File: src/hw/rtl/pscp_pkg.sv
// Shared types and constants for the closest-pair point store.
// Holds the operation and status codes and the ring control struct.
// No dependencies.
package pscp_pkg;

	localparam int FIELD_BITS = 16;
	localparam int COUNT_BITS = 7;

	typedef enum logic [1:0] {
		FN_ADD     = 2'd0,
		FN_REMOVE  = 2'd1,
		FN_CLOSEST = 2'd2,
		FN_NEAREST = 2'd3
	} func_t;

	typedef enum logic [1:0] {
		ST_OK   = 2'd0,
		ST_FULL = 2'd1,
		ST_NONE = 2'd2
	} status_t;

	typedef struct packed {
		logic rot;
		logic load;
	} ring_ctl_t;

endpackage

File: src/hw/rtl/pscp_cell.sv
// One cell of the point ring: holds a single stored point.
// Rotates towards the head within a limit, or loads a new point.
// Depends on pscp_pkg.
module pscp_cell #(
	parameter int COORD_BITS = 16,
	parameter int CNT_W      = 7,
	parameter int IDX        = 0
) (
	input  logic                  clk,
	input  pscp_pkg::ring_ctl_t   ctl,
	input  logic [CNT_W-1:0]      lim,
	input  logic [COORD_BITS-1:0] nb_x,
	input  logic [COORD_BITS-1:0] nb_y,
	input  logic [COORD_BITS-1:0] head_x,
	input  logic [COORD_BITS-1:0] head_y,
	input  logic [COORD_BITS-1:0] ld_x,
	input  logic [COORD_BITS-1:0] ld_y,
	output logic [COORD_BITS-1:0] x,
	output logic [COORD_BITS-1:0] y
);

	localparam logic [CNT_W:0]   IDX_P1 = (CNT_W+1)'(IDX + 1);
	localparam logic [CNT_W-1:0] IDX_C  = CNT_W'(IDX);

	logic [COORD_BITS-1:0] x_q, y_q;
	logic [CNT_W:0]        lim_e;

	assign lim_e = {1'b0, lim};

	always_ff @(posedge clk) begin
		if (ctl.load && lim == IDX_C) begin
			x_q <= ld_x;
			y_q <= ld_y;
		end else if (ctl.rot) begin
			if (IDX_P1 < lim_e) begin
				x_q <= nb_x;
				y_q <= nb_y;
			end else if (IDX_P1 == lim_e) begin
				x_q <= head_x;
				y_q <= head_y;
			end
		end
	end

	assign x = x_q;
	assign y = y_q;

endmodule

File: config.mk
export PLATFORM = sky130hd
export DESIGN_NAME = pscp_cell
export DESIGN_NICKNAME = d
export VERILOG_FILES = /design/src/hw/rtl/pscp_pkg.sv /design/src/hw/rtl/pscp_cell.sv
export SDC_FILE = /design/constraint.sdc
export NUM_CORES = 1
export LEC_CHECK = 0
export ABC_AREA = 1
export BUFFER_PORTS_ARGS = -buffer_cell sky130_fd_sc_hd__buf_2
export CORE_UTILIZATION = 45
export DETAILED_ROUTE_END_ITERATION = 7
export PLACE_DENSITY = 0.86
export SLEW_MARGIN = 20
export SYNTH_ARGS = -nofsm -noshare
export SYNTH_HDL_FRONTEND = slang
export SYNTH_SLANG_ARGS = --single-unit
File: constraint.sdc
create_clock -name clk -period 3.65 [get_ports clk]
set_input_delay 0.1825 -clock clk [delete_from_list [all_inputs] [get_ports clk]]
set_output_delay 0.1825 -clock clk [all_outputs]
set_load 0.03 [all_outputs]
==> qor.yml <==
timing:
  setup_viol: 0
  setup_tns_ps: 0
  max_freq_ghz: 0.4374
  tightestPinTransition_ps: 764.0
  fin_ws_ps: 1364
  slew_viol_final: 0
  hold_viol: 0
  slew_headroom_pct: 48.95
  fin_crit_sh_pct: 62.63
  fin_crit_ps: 2286
  rsz0062_at_grt: "no"
synthesis:
  synth-seq-cells: 32
  yosys_warnings: 0
  syn_area_sq_um: 2011
  synth_top_cell_by_area: "edfxtp_1"
  synth_top_cell_area_share_pct: 47.79
  yosys-top-cells-area: "edfxtp_1 (48%), nand2_1 (24%), nand4_1 (10%), nand3_1 (8.0%), buf_2 (4.0%)"
  synth_seq_area_share_pct: 47.79
  yosys.cell_types.count: 13
  synth_fp_nets: 364
  syn_area_per_cell_sq_um: 7.793
  syn_inst: 258
detailed_routing:
  topRoutingLayerUsed: "met4"
  ant_nets: 0
  vias: 2288
  routedWlPerCell_microns: 13.50
  drt-met1-wl_mm: 2.083
  routed_wl_mm: 5.832
  dr.pass1.iters: 5
  viasPerCell: 5.296
  remaining_drc_errors: 0
  dr_wl_met3_microns: 746
  wl_met2_mm: 2.858
  drt_iter0_drc: 318
setup_path:
  cpLargestDelayFamily: "simple AND/OR/NAND/NOR gates"
  crit_type: "input pin to flop"
  crit_chain: "buf_2 -> nor2_4 -> nand3_4 -> nor2_4 -> nand3_1 -> nand2_1"
  critPathRequiredTime_ps: 3790
  crit_buf_inv: 1
  cp.arrival_ps: 2430
  cp_slowest_cell: "nor2_4"
  end_kind: "flop"
  slowest_delay_ps: 730
  worst-path-max-fanout: 34
  path_common_cell: "nor2_4"
  cp-start-kind: "input pin"
outcome:
  status: "completed"
clocking:
  cts.clk_slew.worst_paths_ps: 70
  ctsLongestPathBuffers: 2
  cts_setup_buffers: 0
  cts_tree: "yes"
  cts_inserted_buffers: 5
  clock_sinks: 32
  h-tree-depth: 2
  ctsResizeCount: 0
  hold_buffers: 0
  cts_root_buffer: "clkbuf_8"
global_route:
  grt_pass1_wl_mm: 8.970
  grt_use_total_pct: 25.81
  grt_max_degree: 35
  grt_pass1_vias: 2066
  antenna_found_initial: 0
  grt_overflow: 0
cells_and_area:
  fillCellCount: 361
  final_common_cell: "buf_2"
  layout_common_cells: "buf_2 (137), nand2_1 (130), nand4_1 (32), nand3_1 (32), edfxtp_1 (32)"
  drive_gt1_share_pct: 39.27
  antennaDiodeCount: 0
  area_delta_synth_final_pct: 36.15
  final_cells: 432
  fin_area_sq_um: 2738
  fin_nets: 488
pwr:
  p_int_mw: 0.6497
  power_density_nw_per_um2: 340.2
  seq_power_share_pct: 48.1
  leakagePower_nw: 1.455
  pwr-share-comb_pct: 24.6
  ir_worst_vdd_uv: 166.1
  fin_total_pwr_mw: 0.9314
  switching_share_pct: 30.24
  p_switching_mw: 0.2817
  power.share.clock_pct: 27.4
die:
  io-pin-count: 138
  die_y_microns: 68.85
  start_util_pct: 48.52
  fp.dieW_microns: 68.85
  placeableCoreArea_sq_um: 4144
  std_cell_rows: 23
  dieArea_sq_um: 4740
place:
  post_dp_cell_area_sq_um: 2660
  pre_cts_ws_ps: 1129
  place_inst: 425
  gp_congestion: 0.8153
  place_hpwl_mm: 4.003
  io_buffers: 137
worst_hold_path:
  hp-start: "ld_y[11]"
  holdPathStages: 3
  hold_end: "y[11]$_DFFE_PP_"
  hp-class: "input pin to flop"
job:
  maxCapViolations: 0
state kept, by name (all words and copies together) (netlist names):
register	cells
y	16
x	16
how the worst max path moves through the flow:
| stage | cells after the start | slack (ps) | from | end |
|---|---|---|---|---|
| after CTS | 6 | 1410 | lim[1] | y[6]$_DFFE_PP_ |
| after global routing | 6 | 1200 | lim[3] | x[13]$_DFFE_PP_ |
| after floorplan | 5 | 1830 | lim[1] | x[0]$_DFFE_PP_ |
| after global placement | 6 | 1200 | lim[1] | x[15]$_DFFE_PP_ |
| after detailed placement | 6 | 1130 | lim[1] | y[6]$_DFFE_PP_ |
| final | 6 | 1360 | lim[1] | y[9]$_DFFE_PP_ |
tightest hold or removal path, delay by kind of cell:
family        cells  cell delay, ps
buf+inv           1              70
simple gates      2             130
layer usage:
metal	vias to the layer above	track usage, %
met5	-	0
met1	985	28.73
li1	1132	-
met2	157	44.30
met3	14	9.046
met4	0	10.97
power by group through the flow:
stage	logic [mW]	clock network, mW	registers (mW)
floorplan	0.0631	0	0.523
global placement	0.225	0	0.454
detailed placement	0.228	0	0.456
CTS	0.229	0.257	0.448
global route	0.250	0.272	0.452
finish	0.229	0.255	0.448
kinds of logic (layout without fill, tap and decap cells):
logic type             count (synthesis)  after routing  share of synthesized area (%)
AOI/OAI and AO/OA                      1              1                         0.2487
and+or+nand+nor                      203            203                          46.30
DFF                                   32             32                          47.79
buffers and inverters                 22            146                          5.663
Yosys cell counts:
cell type  count
nand2_1      130
nor3_1         1
nor2_4         4
nor2_1         2
clkbuf_1       3
buf_4          3
nand3_1       32
o21ai_1        1
nand4_1       32
nand3_4        1
edfxtp_1      32
buf_2         16
nand3b_1       1
through the flow:
stage	utilization, %	hold slack (ps)
after floorplan	-	399.2
after global placement	64.19	486.3
after detailed placement	64.19	493.7
after CTS	66.06	200.3
after global routing	66.06	203.5
final	66.06	206.7
final cells by class:
| cell class | instances | area (sq um) | area share (%) |
|---|---|---|---|
| repair buffers | 139 | 700.7 | 25.59 |
| well taps | 50 | 62.56 | 2.285 |
| clock buffers | 6 | 72.57 | 2.651 |
| clock inverters | 1 | 5.005 | 0.1828 |
| multi-input cells | 204 | 935.9 | 34.19 |
| flip-flops and latches | 32 | 960.9 | 35.10 |
Power figures use the tool's default switching activity.
