<file path="src/hw/rtl/pscp_dist.sv">
// Squared-distance unit: a multiply stage, then a sum and compare stage.
// Keeps the first pair with the strictly smallest squared distance.
// Depends on nothing beyond its parameters.
module pscp_dist #(
	parameter int COORD_BITS = 16
) (
	input  logic                  clk,
	input  logic                  arst_n,
	input  logic                  clear,
	input  logic                  issue,
	input  logic [COORD_BITS-1:0] ax,
	input  logic [COORD_BITS-1:0] ay,
	input  logic [COORD_BITS-1:0] bx,
	input  logic [COORD_BITS-1:0] by,
	output logic                  found,
	output logic [COORD_BITS-1:0] best_ax,
	output logic [COORD_BITS-1:0] best_ay,
	output logic [COORD_BITS-1:0] best_bx,
	output logic [COORD_BITS-1:0] best_by
);

	localparam int SQ_W = 2 * COORD_BITS;

	logic [COORD_BITS-1:0] dx, dy;
	logic [SQ_W-1:0]       dxw, dyw;
	logic                  v_s1;
	logic [SQ_W-1:0]       sqx_s1, sqy_s1;
	logic [COORD_BITS-1:0] ax_s1, ay_s1, bx_s1, by_s1;
	logic [SQ_W:0]         sum;
	logic [SQ_W:0]         best_q;
	logic                  found_q;
	logic [COORD_BITS-1:0] bax_q, bay_q, bbx_q, bby_q;

	always_comb begin
		dx  = (ax > bx) ? ax - bx : bx - ax;
		dy  = (ay > by) ? ay - by : by - ay;
		dxw = SQ_W'(dx);
		dyw = SQ_W'(dy);
		sum = {1'b0, sqx_s1} + {1'b0, sqy_s1};
	end

	always_ff @(posedge clk or negedge arst_n) begin
		if (!arst_n) begin
			v_s1 <= 1'b0;
		end else begin
			v_s1 <= issue;
		end
	end

	always_ff @(posedge clk) begin
		sqx_s1 <= dxw * dxw;
		sqy_s1 <= dyw * dyw;
		ax_s1  <= ax;
		ay_s1  <= ay;
		bx_s1  <= bx;
		by_s1  <= by;
	end

	always_ff @(posedge clk or negedge arst_n) begin
		if (!arst_n) begin
			found_q <= 1'b0;
		end else if (clear) begin
			found_q <= 1'b0;
		end else if (v_s1) begin
			found_q <= 1'b1;
		end
	end

	always_ff @(posedge clk) begin
		if (!clear && v_s1 && (!found_q || sum < best_q)) begin
			best_q <= sum;
			bax_q  <= ax_s1;
			bay_q  <= ay_s1;
			bbx_q  <= bx_s1;
			bby_q  <= by_s1;
		end
	end

	assign found   = found_q;
	assign best_ax = bax_q;
	assign best_ay = bay_q;
	assign best_bx = bbx_q;
	assign best_by = bby_q;

endmodule

</file>
<file path="config.mk">
export PLATFORM = sky130hd
export DESIGN_NAME = pscp_dist
export DESIGN_NICKNAME = d
export VERILOG_FILES = /design/src/hw/rtl/pscp_dist.sv
export SDC_FILE = /design/constraint.sdc
export NUM_CORES = 1
export LEC_CHECK = 0
export BUFFER_PORTS_ARGS = -buffer_cell sky130_fd_sc_hd__buf_2
export CAP_MARGIN = 0
export CORE_UTILIZATION = 58
export DETAILED_ROUTE_END_ITERATION = 10
export PLACE_DENSITY = 0.86
export SYNTH_ARGS = -nofsm -noshare
export SYNTH_HDL_FRONTEND = slang
export SYNTH_SLANG_ARGS = --single-unit
</file>
<file path="constraint.sdc">
create_clock -name clk -period 9.45 [get_ports clk]
set_clock_uncertainty 0.2 [all_clocks]
set_input_delay 0.945 -clock clk [delete_from_list [all_inputs] [get_ports clk]]
set_output_delay 0.945 -clock clk [all_outputs]
set_load 0.02 [all_outputs]
</file>
==> results by group, run 1 <==
Routing
  – Iter 0 DRT Violations: 1282
  – TritonRoute pass-1 iters: 5
  – Vias: 18300
  – DRT antenna net count: 0
  – Wire per inst: 16.6 um
  – Final wirelength: 55300 um
  – Drt drc: 0
  – Post-DR vias/cell: 5.50

Synth
  – Mapped Nets: 3247
  – Post-synthesis sequential area ratio: 22.2%
  – Post-synth EDFFs: 97
  – Avg Inst Size Synth: 9.79 um2
  – Synthesized area: 24700 um2
  – Post-synth ARST share: 0.889%
  – Synthesized flop and latch total: 225
  – Ys Warns: 0
  – Unique cell type count in the Yosys netlist: 88
  – Top_reg_cell synth: dfxtp_1
  – Cells after synthesis: 2529

Placed design
  – Routability congestion estimate from global placement: 0.940
  – Worst slack, placed: -292 ps
  – HPWL Detailed: 45500 um
  – Number of port buffers: 132

Floorplan
  – Die Area: 43500 um2
  – Cell Rows: 75
  – Die Wd: 209 um
  – I/O pin cnt: 133
  – Initial Util: 58.9%
  – Die height: 209 um
  – CORE AREA: 42000 um2

STA
  – Number of hold violations in the final report: 0
  – Worst-Margin Slew: 841 ps
  – Part of the cycle the worst path needs: 96.2%
  – Slew Limit Fails: 0
  – Max Freq: 110 MHz
  – Post-route worst setup slack: 356 ps
  – Final setup fails: 0
  – Tmin final: 9090 ps
  – Slew HR: 43.9%

Worst setup path
  – Crit. End Element: register
  – R2r worst-path depth: 23
  – Crit path max-delay cell type: fa_1
  – Crit path largest cell delay: 540 ps
  – Critical path fanouts, max: 9
  – Reg-to-reg startpoint: sqx_s1[9]
  – Most common cell on crit path: buf_4
  – Crit path kind: input port to register
  – CP startpoint kind: input port
  – Critical path data required time: 9680 ps
  – CP arrival: 9330 ps
  – Worst R2R End: best_ax[12]
  – Slack of the worst reg-to-reg path: 2610 ps

Layout
  – ANT cells: 0
  – Leading cell type in the layout, fill and taps excluded: inv_1
  – Most frequent cells in the layout: inv_1, fa_1, ha_1
  – Final nets: 3485
  – Layout Area Growth over Synthesis: 12.1%
  – Fillers: 3109
  – Layout cell share with drive strength beyond 1: 14.4%

Global route
  – First-pass GRT wire length: 92900 um
  – Gr usage total: 26.4%
  – Antenna violations before repair: 0
  – GRT overflow: 0
  – Vias in the first global route: 19600
  – Pin count of the biggest net entering global routing: 57

Min path
  – Hold path startpoint: bx_s1[12]
  – Hold EP: best_bx[12]
  – Hold Path Class: register to register
  – WHS Path Cells: 0

Clock tree
  – Clock net sink count: 225
  – Clock Pin Slew Worst Setup and Hold Paths: 70 ps
  – Clock Tree Root: clkbuf_16
  – Clk Latency, worst-skew pair: 550 ps
  – Max Root-Sink Buffers: 3
  – CTS HTree Levels: 1
  – CTS buffer count: 25
  – CTS tree: done

Job
  – Max-Cap Viols: 0

Outcome
  – Outcome: completed
-- layout make-up --
class | instances | area (um2) | area share, %
Multi-Input combinational cell | 1671 | 16900 | 60.9
Sequential cell | 225 | 5490 | 19.8
Inverter | 586 | 2200 | 7.93
Timing Repair Buffer | 258 | 1610 | 5.80
Clock buffer | 34 | 731 | 2.63
Tap cell | 539 | 674 | 2.43
Clock inverter | 11 | 163 | 0.586
-- timing repair --
item,CTS,global route
resized for setup,0,14
endpoints found under the hold margin,2,0
buffers inserted,0,3
setup endpoints to repair,0,11
hold buffers,1,0
-- stage by stage --
stage,hold WS (ps),instance area (um2),setup TNS [ps],utilization (%),instances
6_report,191,27700,0,66.0,3324
3_5_place_dp,189,26700,-936,63.6,3275
3_3_place_gp,186,26700,0,63.6,3275
2_1_floorplan,186,24800,0,-,2529
4_1_cts,194,27600,0,65.8,3321
5_1_grt,209,27700,-33.2,66.0,3324
-- routing by layer --
layer  wire (um)  part of all wire, %  vias up  track usage [%]
met1       22200                   40     9048             34.1
met4        1230                  2.2        0             7.18
li1            -                    -     8508                -
met5           0                    0        -                0
met3        4220                  7.6      115             4.77
met2       27700                   50      607             45.5
-- worst max-delay path, delay by kind of cell --
kind	cells	cell delay (ps)
xor+xnor	3	440
compound gates	6	1510
mux	1	330
buf+inv	10	1340
simple gates	7	1230
fa+ha+maj	8	3540
-- synth_stat cells, types with 4 or more instances --
| cell type | n | area (um2) |
|---|---|---|
| nand2_1 | 172 | 646 |
| or2_2 | 8 | 50.1 |
| inv_1 | 558 | 2090 |
| dfxtp_1 | 126 | 2520 |
| inv_2 | 28 | 105 |
| and3_1 | 8 | 50.1 |
| ha_1 | 318 | 3980 |
| a21oi_2 | 4 | 35.0 |
| nor3_1 | 46 | 230 |
| clkbuf_1 | 13 | 48.8 |
| nand3_1 | 19 | 95.1 |
| mux2i_1 | 12 | 120 |
| nand2_2 | 4 | 25.0 |
| a21o_1 | 64 | 480 |
| xor2_1 | 38 | 333 |
| buf_6 | 7 | 78.8 |
| o21ai_0 | 54 | 270 |
| o31ai_1 | 4 | 30.0 |
| a221oi_1 | 4 | 35.0 |
| edfxtp_1 | 97 | 2910 |
| a211oi_1 | 12 | 90.1 |
| nand4_1 | 9 | 56.3 |
| xnor2_1 | 62 | 543 |
| and2_1 | 8 | 50.1 |
| nor2_2 | 5 | 31.3 |
| a21oi_1 | 99 | 495 |
| xnor2_2 | 6 | 97.6 |
| nor2b_1 | 25 | 156 |
| nor2_1 | 180 | 676 |
| a221o_1 | 4 | 40.0 |
| a31oi_1 | 7 | 43.8 |
| buf_2 | 25 | 125 |
| fa_1 | 332 | 6650 |
| or3_1 | 15 | 93.8 |
| nand2b_1 | 14 | 87.6 |
| o21a_1 | 30 | 225 |
| xor2_2 | 7 | 114 |
| o21ai_1 | 6 | 30.0 |
| a41oi_1 | 4 | 35.0 |
| o21bai_1 | 14 | 105 |
-- sequential cells by signal (all words and copies together) (netlist names) --
| signal | flops |
|---|---|
| best_q | 33 |
| sqx_s1 | 31 |
| sqy_s1 | 31 |
| ax_s1 | 16 |
| ay_s1 | 16 |
| best_ax | 16 |
| best_ay | 16 |
| best_bx | 16 |
| best_by | 16 |
| bx_s1 | 16 |
| by_s1 | 16 |
| found | 1 |
| v_s1 | 1 |
-- logic make-up after synthesis --
logic type	share of synthesized area (%)
AO/OA/AOI/OAI	9.40
buffers and inverters	9.97
multiplexers	0.819
flip-flops	22.2
adder cells (fa/ha/maj)	42.9
AND/OR/NAND/NOR	10.1
XOR/XNOR	4.62
-- worst max path at each step --
stage,from,end,slack (ps),cells past startpoint
after CTS,ax[0],sqx_s1[31],240,37
after global routing,ax[11],sqx_s1[31],-30,39
after detailed placement,ax[0],sqx_s1[31],-290,37
after global placement,ax[0],sqx_s1[31],10,36
final,ax[10],sqx_s1[31],360,35
after floorplan,ax[14],sqx_s1[31],540,33
Power of run 1 is left out: the tool's default activity adds up to more than one toggle a clock period on the data nets, which glitch-free logic cannot reach.
==> run 2, diff against run 1 <==
--- a/config.mk
+++ b/config.mk
@@ -7,9 +7,9 @@
 export LEC_CHECK = 0
 export BUFFER_PORTS_ARGS = -buffer_cell sky130_fd_sc_hd__buf_2
 export CAP_MARGIN = 0
-export CORE_UTILIZATION = 58
+export CORE_UTILIZATION = 45
 export DETAILED_ROUTE_END_ITERATION = 10
-export PLACE_DENSITY = 0.86
+export PLACE_DENSITY = 0.71
 export SYNTH_ARGS = -nofsm -noshare
 export SYNTH_HDL_FRONTEND = slang
 export SYNTH_SLANG_ARGS = --single-unit
==> results by group, run 2 (synthesis results as in run 1) <==
Clock tree
  – Clk Latency, worst-skew pair: 560 ps (about the same)
  – Max Root-Sink Buffers: 3 (unchanged)
  – Clock Tree Root: clkbuf_16
  – Clock Pin Slew Worst Setup and Hold Paths: 60 ps (about the same)
  – CTS tree: done
  – CTS HTree Levels: 1 (unchanged)
  – Clock net sink count: 225 (unchanged)
  – CTS buffer count: 26 (+4.0%)

STA
  – Number of hold violations in the final report: 0 (unchanged)
  – Hold WS: 198 ps (+7.45 ps)
  – Part of the cycle the worst path needs: 95.5% (-0.73 points)
  – Max Freq: 111 MHz (+0.76%)
  – Post-route setup TNS: 0 ps (unchanged)
  – Slew Limit Fails: 0 (unchanged)
  – Slew HR: 19.4% (-25 points)
  – Worst-Margin Slew: 1210 ps (+366 ps)
  – Tmin final: 9030 ps (-68.8 ps)
  – RSZ-0062 raised after global routing: no
  – Final setup fails: 0 (unchanged)
  – Post-route worst setup slack: 425 ps (+68.8 ps)

Layout
  – Fillers: 4844 (+56%)
  – ANT cells: 0 (unchanged)
  – FF/Latch Area: 5490 um2 (unchanged)
  – Layout cell share with drive strength beyond 1: 14.1% (-0.29 points)
  – Leading cell type in the layout, fill and taps excluded: inv_1
  – Register with the highest flop count: best_q
  – Final nets: 3477 (-0.23%)
  – Footprint of the multi-input gates: 16900 um2 (about the same)
  – Most frequent cells in the layout: inv_1, fa_1, ha_1
  – Biggest regs: best_q x33, sqx_s1 x31, sqy_s1 x31
  – Layout Area Growth over Synthesis: 12.6%
  – Max reg flops: 33 (unchanged)

Routing
  – TritonRoute pass-1 iters: 5 (unchanged)
  – Wire per inst: 14.8 um (-11%)
  – DRT antenna net count: 0 (unchanged)
  – Vias: 17800 (-2.9%)
  – Iter 0 DRT Violations: 947 (-26%)
  – Drt drc: 0 (unchanged)
  – Final wirelength: 51500 um (-7.0%)
  – Post-DR vias/cell: 5.11 (-7.1%)

Floorplan
  – Initial Util: 45.8% (-13 points)
  – Die Area: 55900 um2 (+29%)
  – Die height: 237 um (+13%)
  – I/O pin cnt: 133 (unchanged)
  – CORE AREA: 54000 um2 (+29%)
  – Cell Rows: 85 (+13%)
  – Die Wd: 237 um (+13%)

Placed design
  – HPWL Detailed: 43700 um (-3.8%)
  – Number of port buffers: 132 (unchanged)
  – Worst slack, placed: -306 ps (-14.5 ps)
  – Routability congestion estimate from global placement: 0.933 (-0.79%)

Job
  – Max-Cap Viols: 0 (unchanged)

Global route
  – Pin count of the biggest net entering global routing: 35 (-39%)
  – Antenna violations before repair: 1 (+1)
  – Vias in the first global route: 18600 (-5.2%)
  – GRT overflow: 0 (unchanged)
  – Gr usage total: 18.9% (-7.4 points)
  – First-pass GRT wire length: 87400 um (-6.0%)

Worst setup path
  – Most common cell on crit path: fa_1
  – CP startpoint kind: input port
  – Critical path fanouts, max: 13 (+4)
  – Crit path kind: input port to register
  – CP arrival: 9260 ps (-70 ps)
  – Crit path max-delay cell type: fa_1
  – Critical path data required time: 9690 ps (about the same)
  – Crit path largest cell delay: 550 ps (about the same)
  – Crit. End Element: register

Outcome
  – Outcome: completed

Min path
  – Hold Path Class: register to register
run 2: final timing paths:
| kind | start | end | slack, ps | cells after the start |
|---|---|---|---|---|
| min reg2reg | ax_s1[9] | best_ax[9] | 200 | 0 |
| min in group asynchronous | arst_n | v_s1 | 510 | 2 |
| max | ay[0] | sqy_s1[31] | 420 | 35 |
| min | ax_s1[9] | best_ax[9] | 200 | 0 |
| max in group asynchronous | arst_n | found | 8450 | 2 |
| max reg2reg | sqx_s1[9] | best_ax[1] | 2600 | 22 |
run 2: cell type report:
cell class | instances | area share (%)
clock buffers | 30 | 2.47
clock inverters | 18 | 0.651
inverters | 586 | 7.90
multi-input cells | 1671 | 60.6
flip-flops and latches | 225 | 19.7
well taps | 696 | 3.13
repair buffers | 249 | 5.58
run 2: routing by layer:
layer	GRT usage, %	vias to the layer above	part of all wire [%]
met3	3.00	59	6.3
met2	31.7	443	49
met5	0	-	0.025
li1	-	8486	-
met1	25.6	8764	43
met4	4.68	2	1.8
run 2: repair_timing:
action,4_1_cts,5_1_grt
gates resized for setup,0,13
endpoints found under the setup margin,0,10
buffers inserted,0,1
hold buffers,1,0
endpoints found under the hold margin,2,0
run 2: worst max-delay path, delay by kind of cell:
kind                       cells  cell delay [ps]
AOI/OAI and AO/OA              7             1580
buffers and inverters          8              750
muxes                          1              360
and+or+nand+nor               10             1640
adders and majority gates      9             3990
run 2: metrics by stage:
| step | area (um2) | std cells | utilization (%) |
|---|---|---|---|
| 2_1_floorplan | 24800 | 2529 | - |
| 3_3_place_gp | 26900 | 3425 | 49.8 |
| 3_5_place_dp | 26900 | 3425 | 49.8 |
| 4_1_cts | 27800 | 3474 | 51.4 |
| 5_1_grt | 27900 | 3475 | 51.6 |
| 6_report | 27900 | 3475 | 51.6 |
Power of run 2 is left out for the same reason.
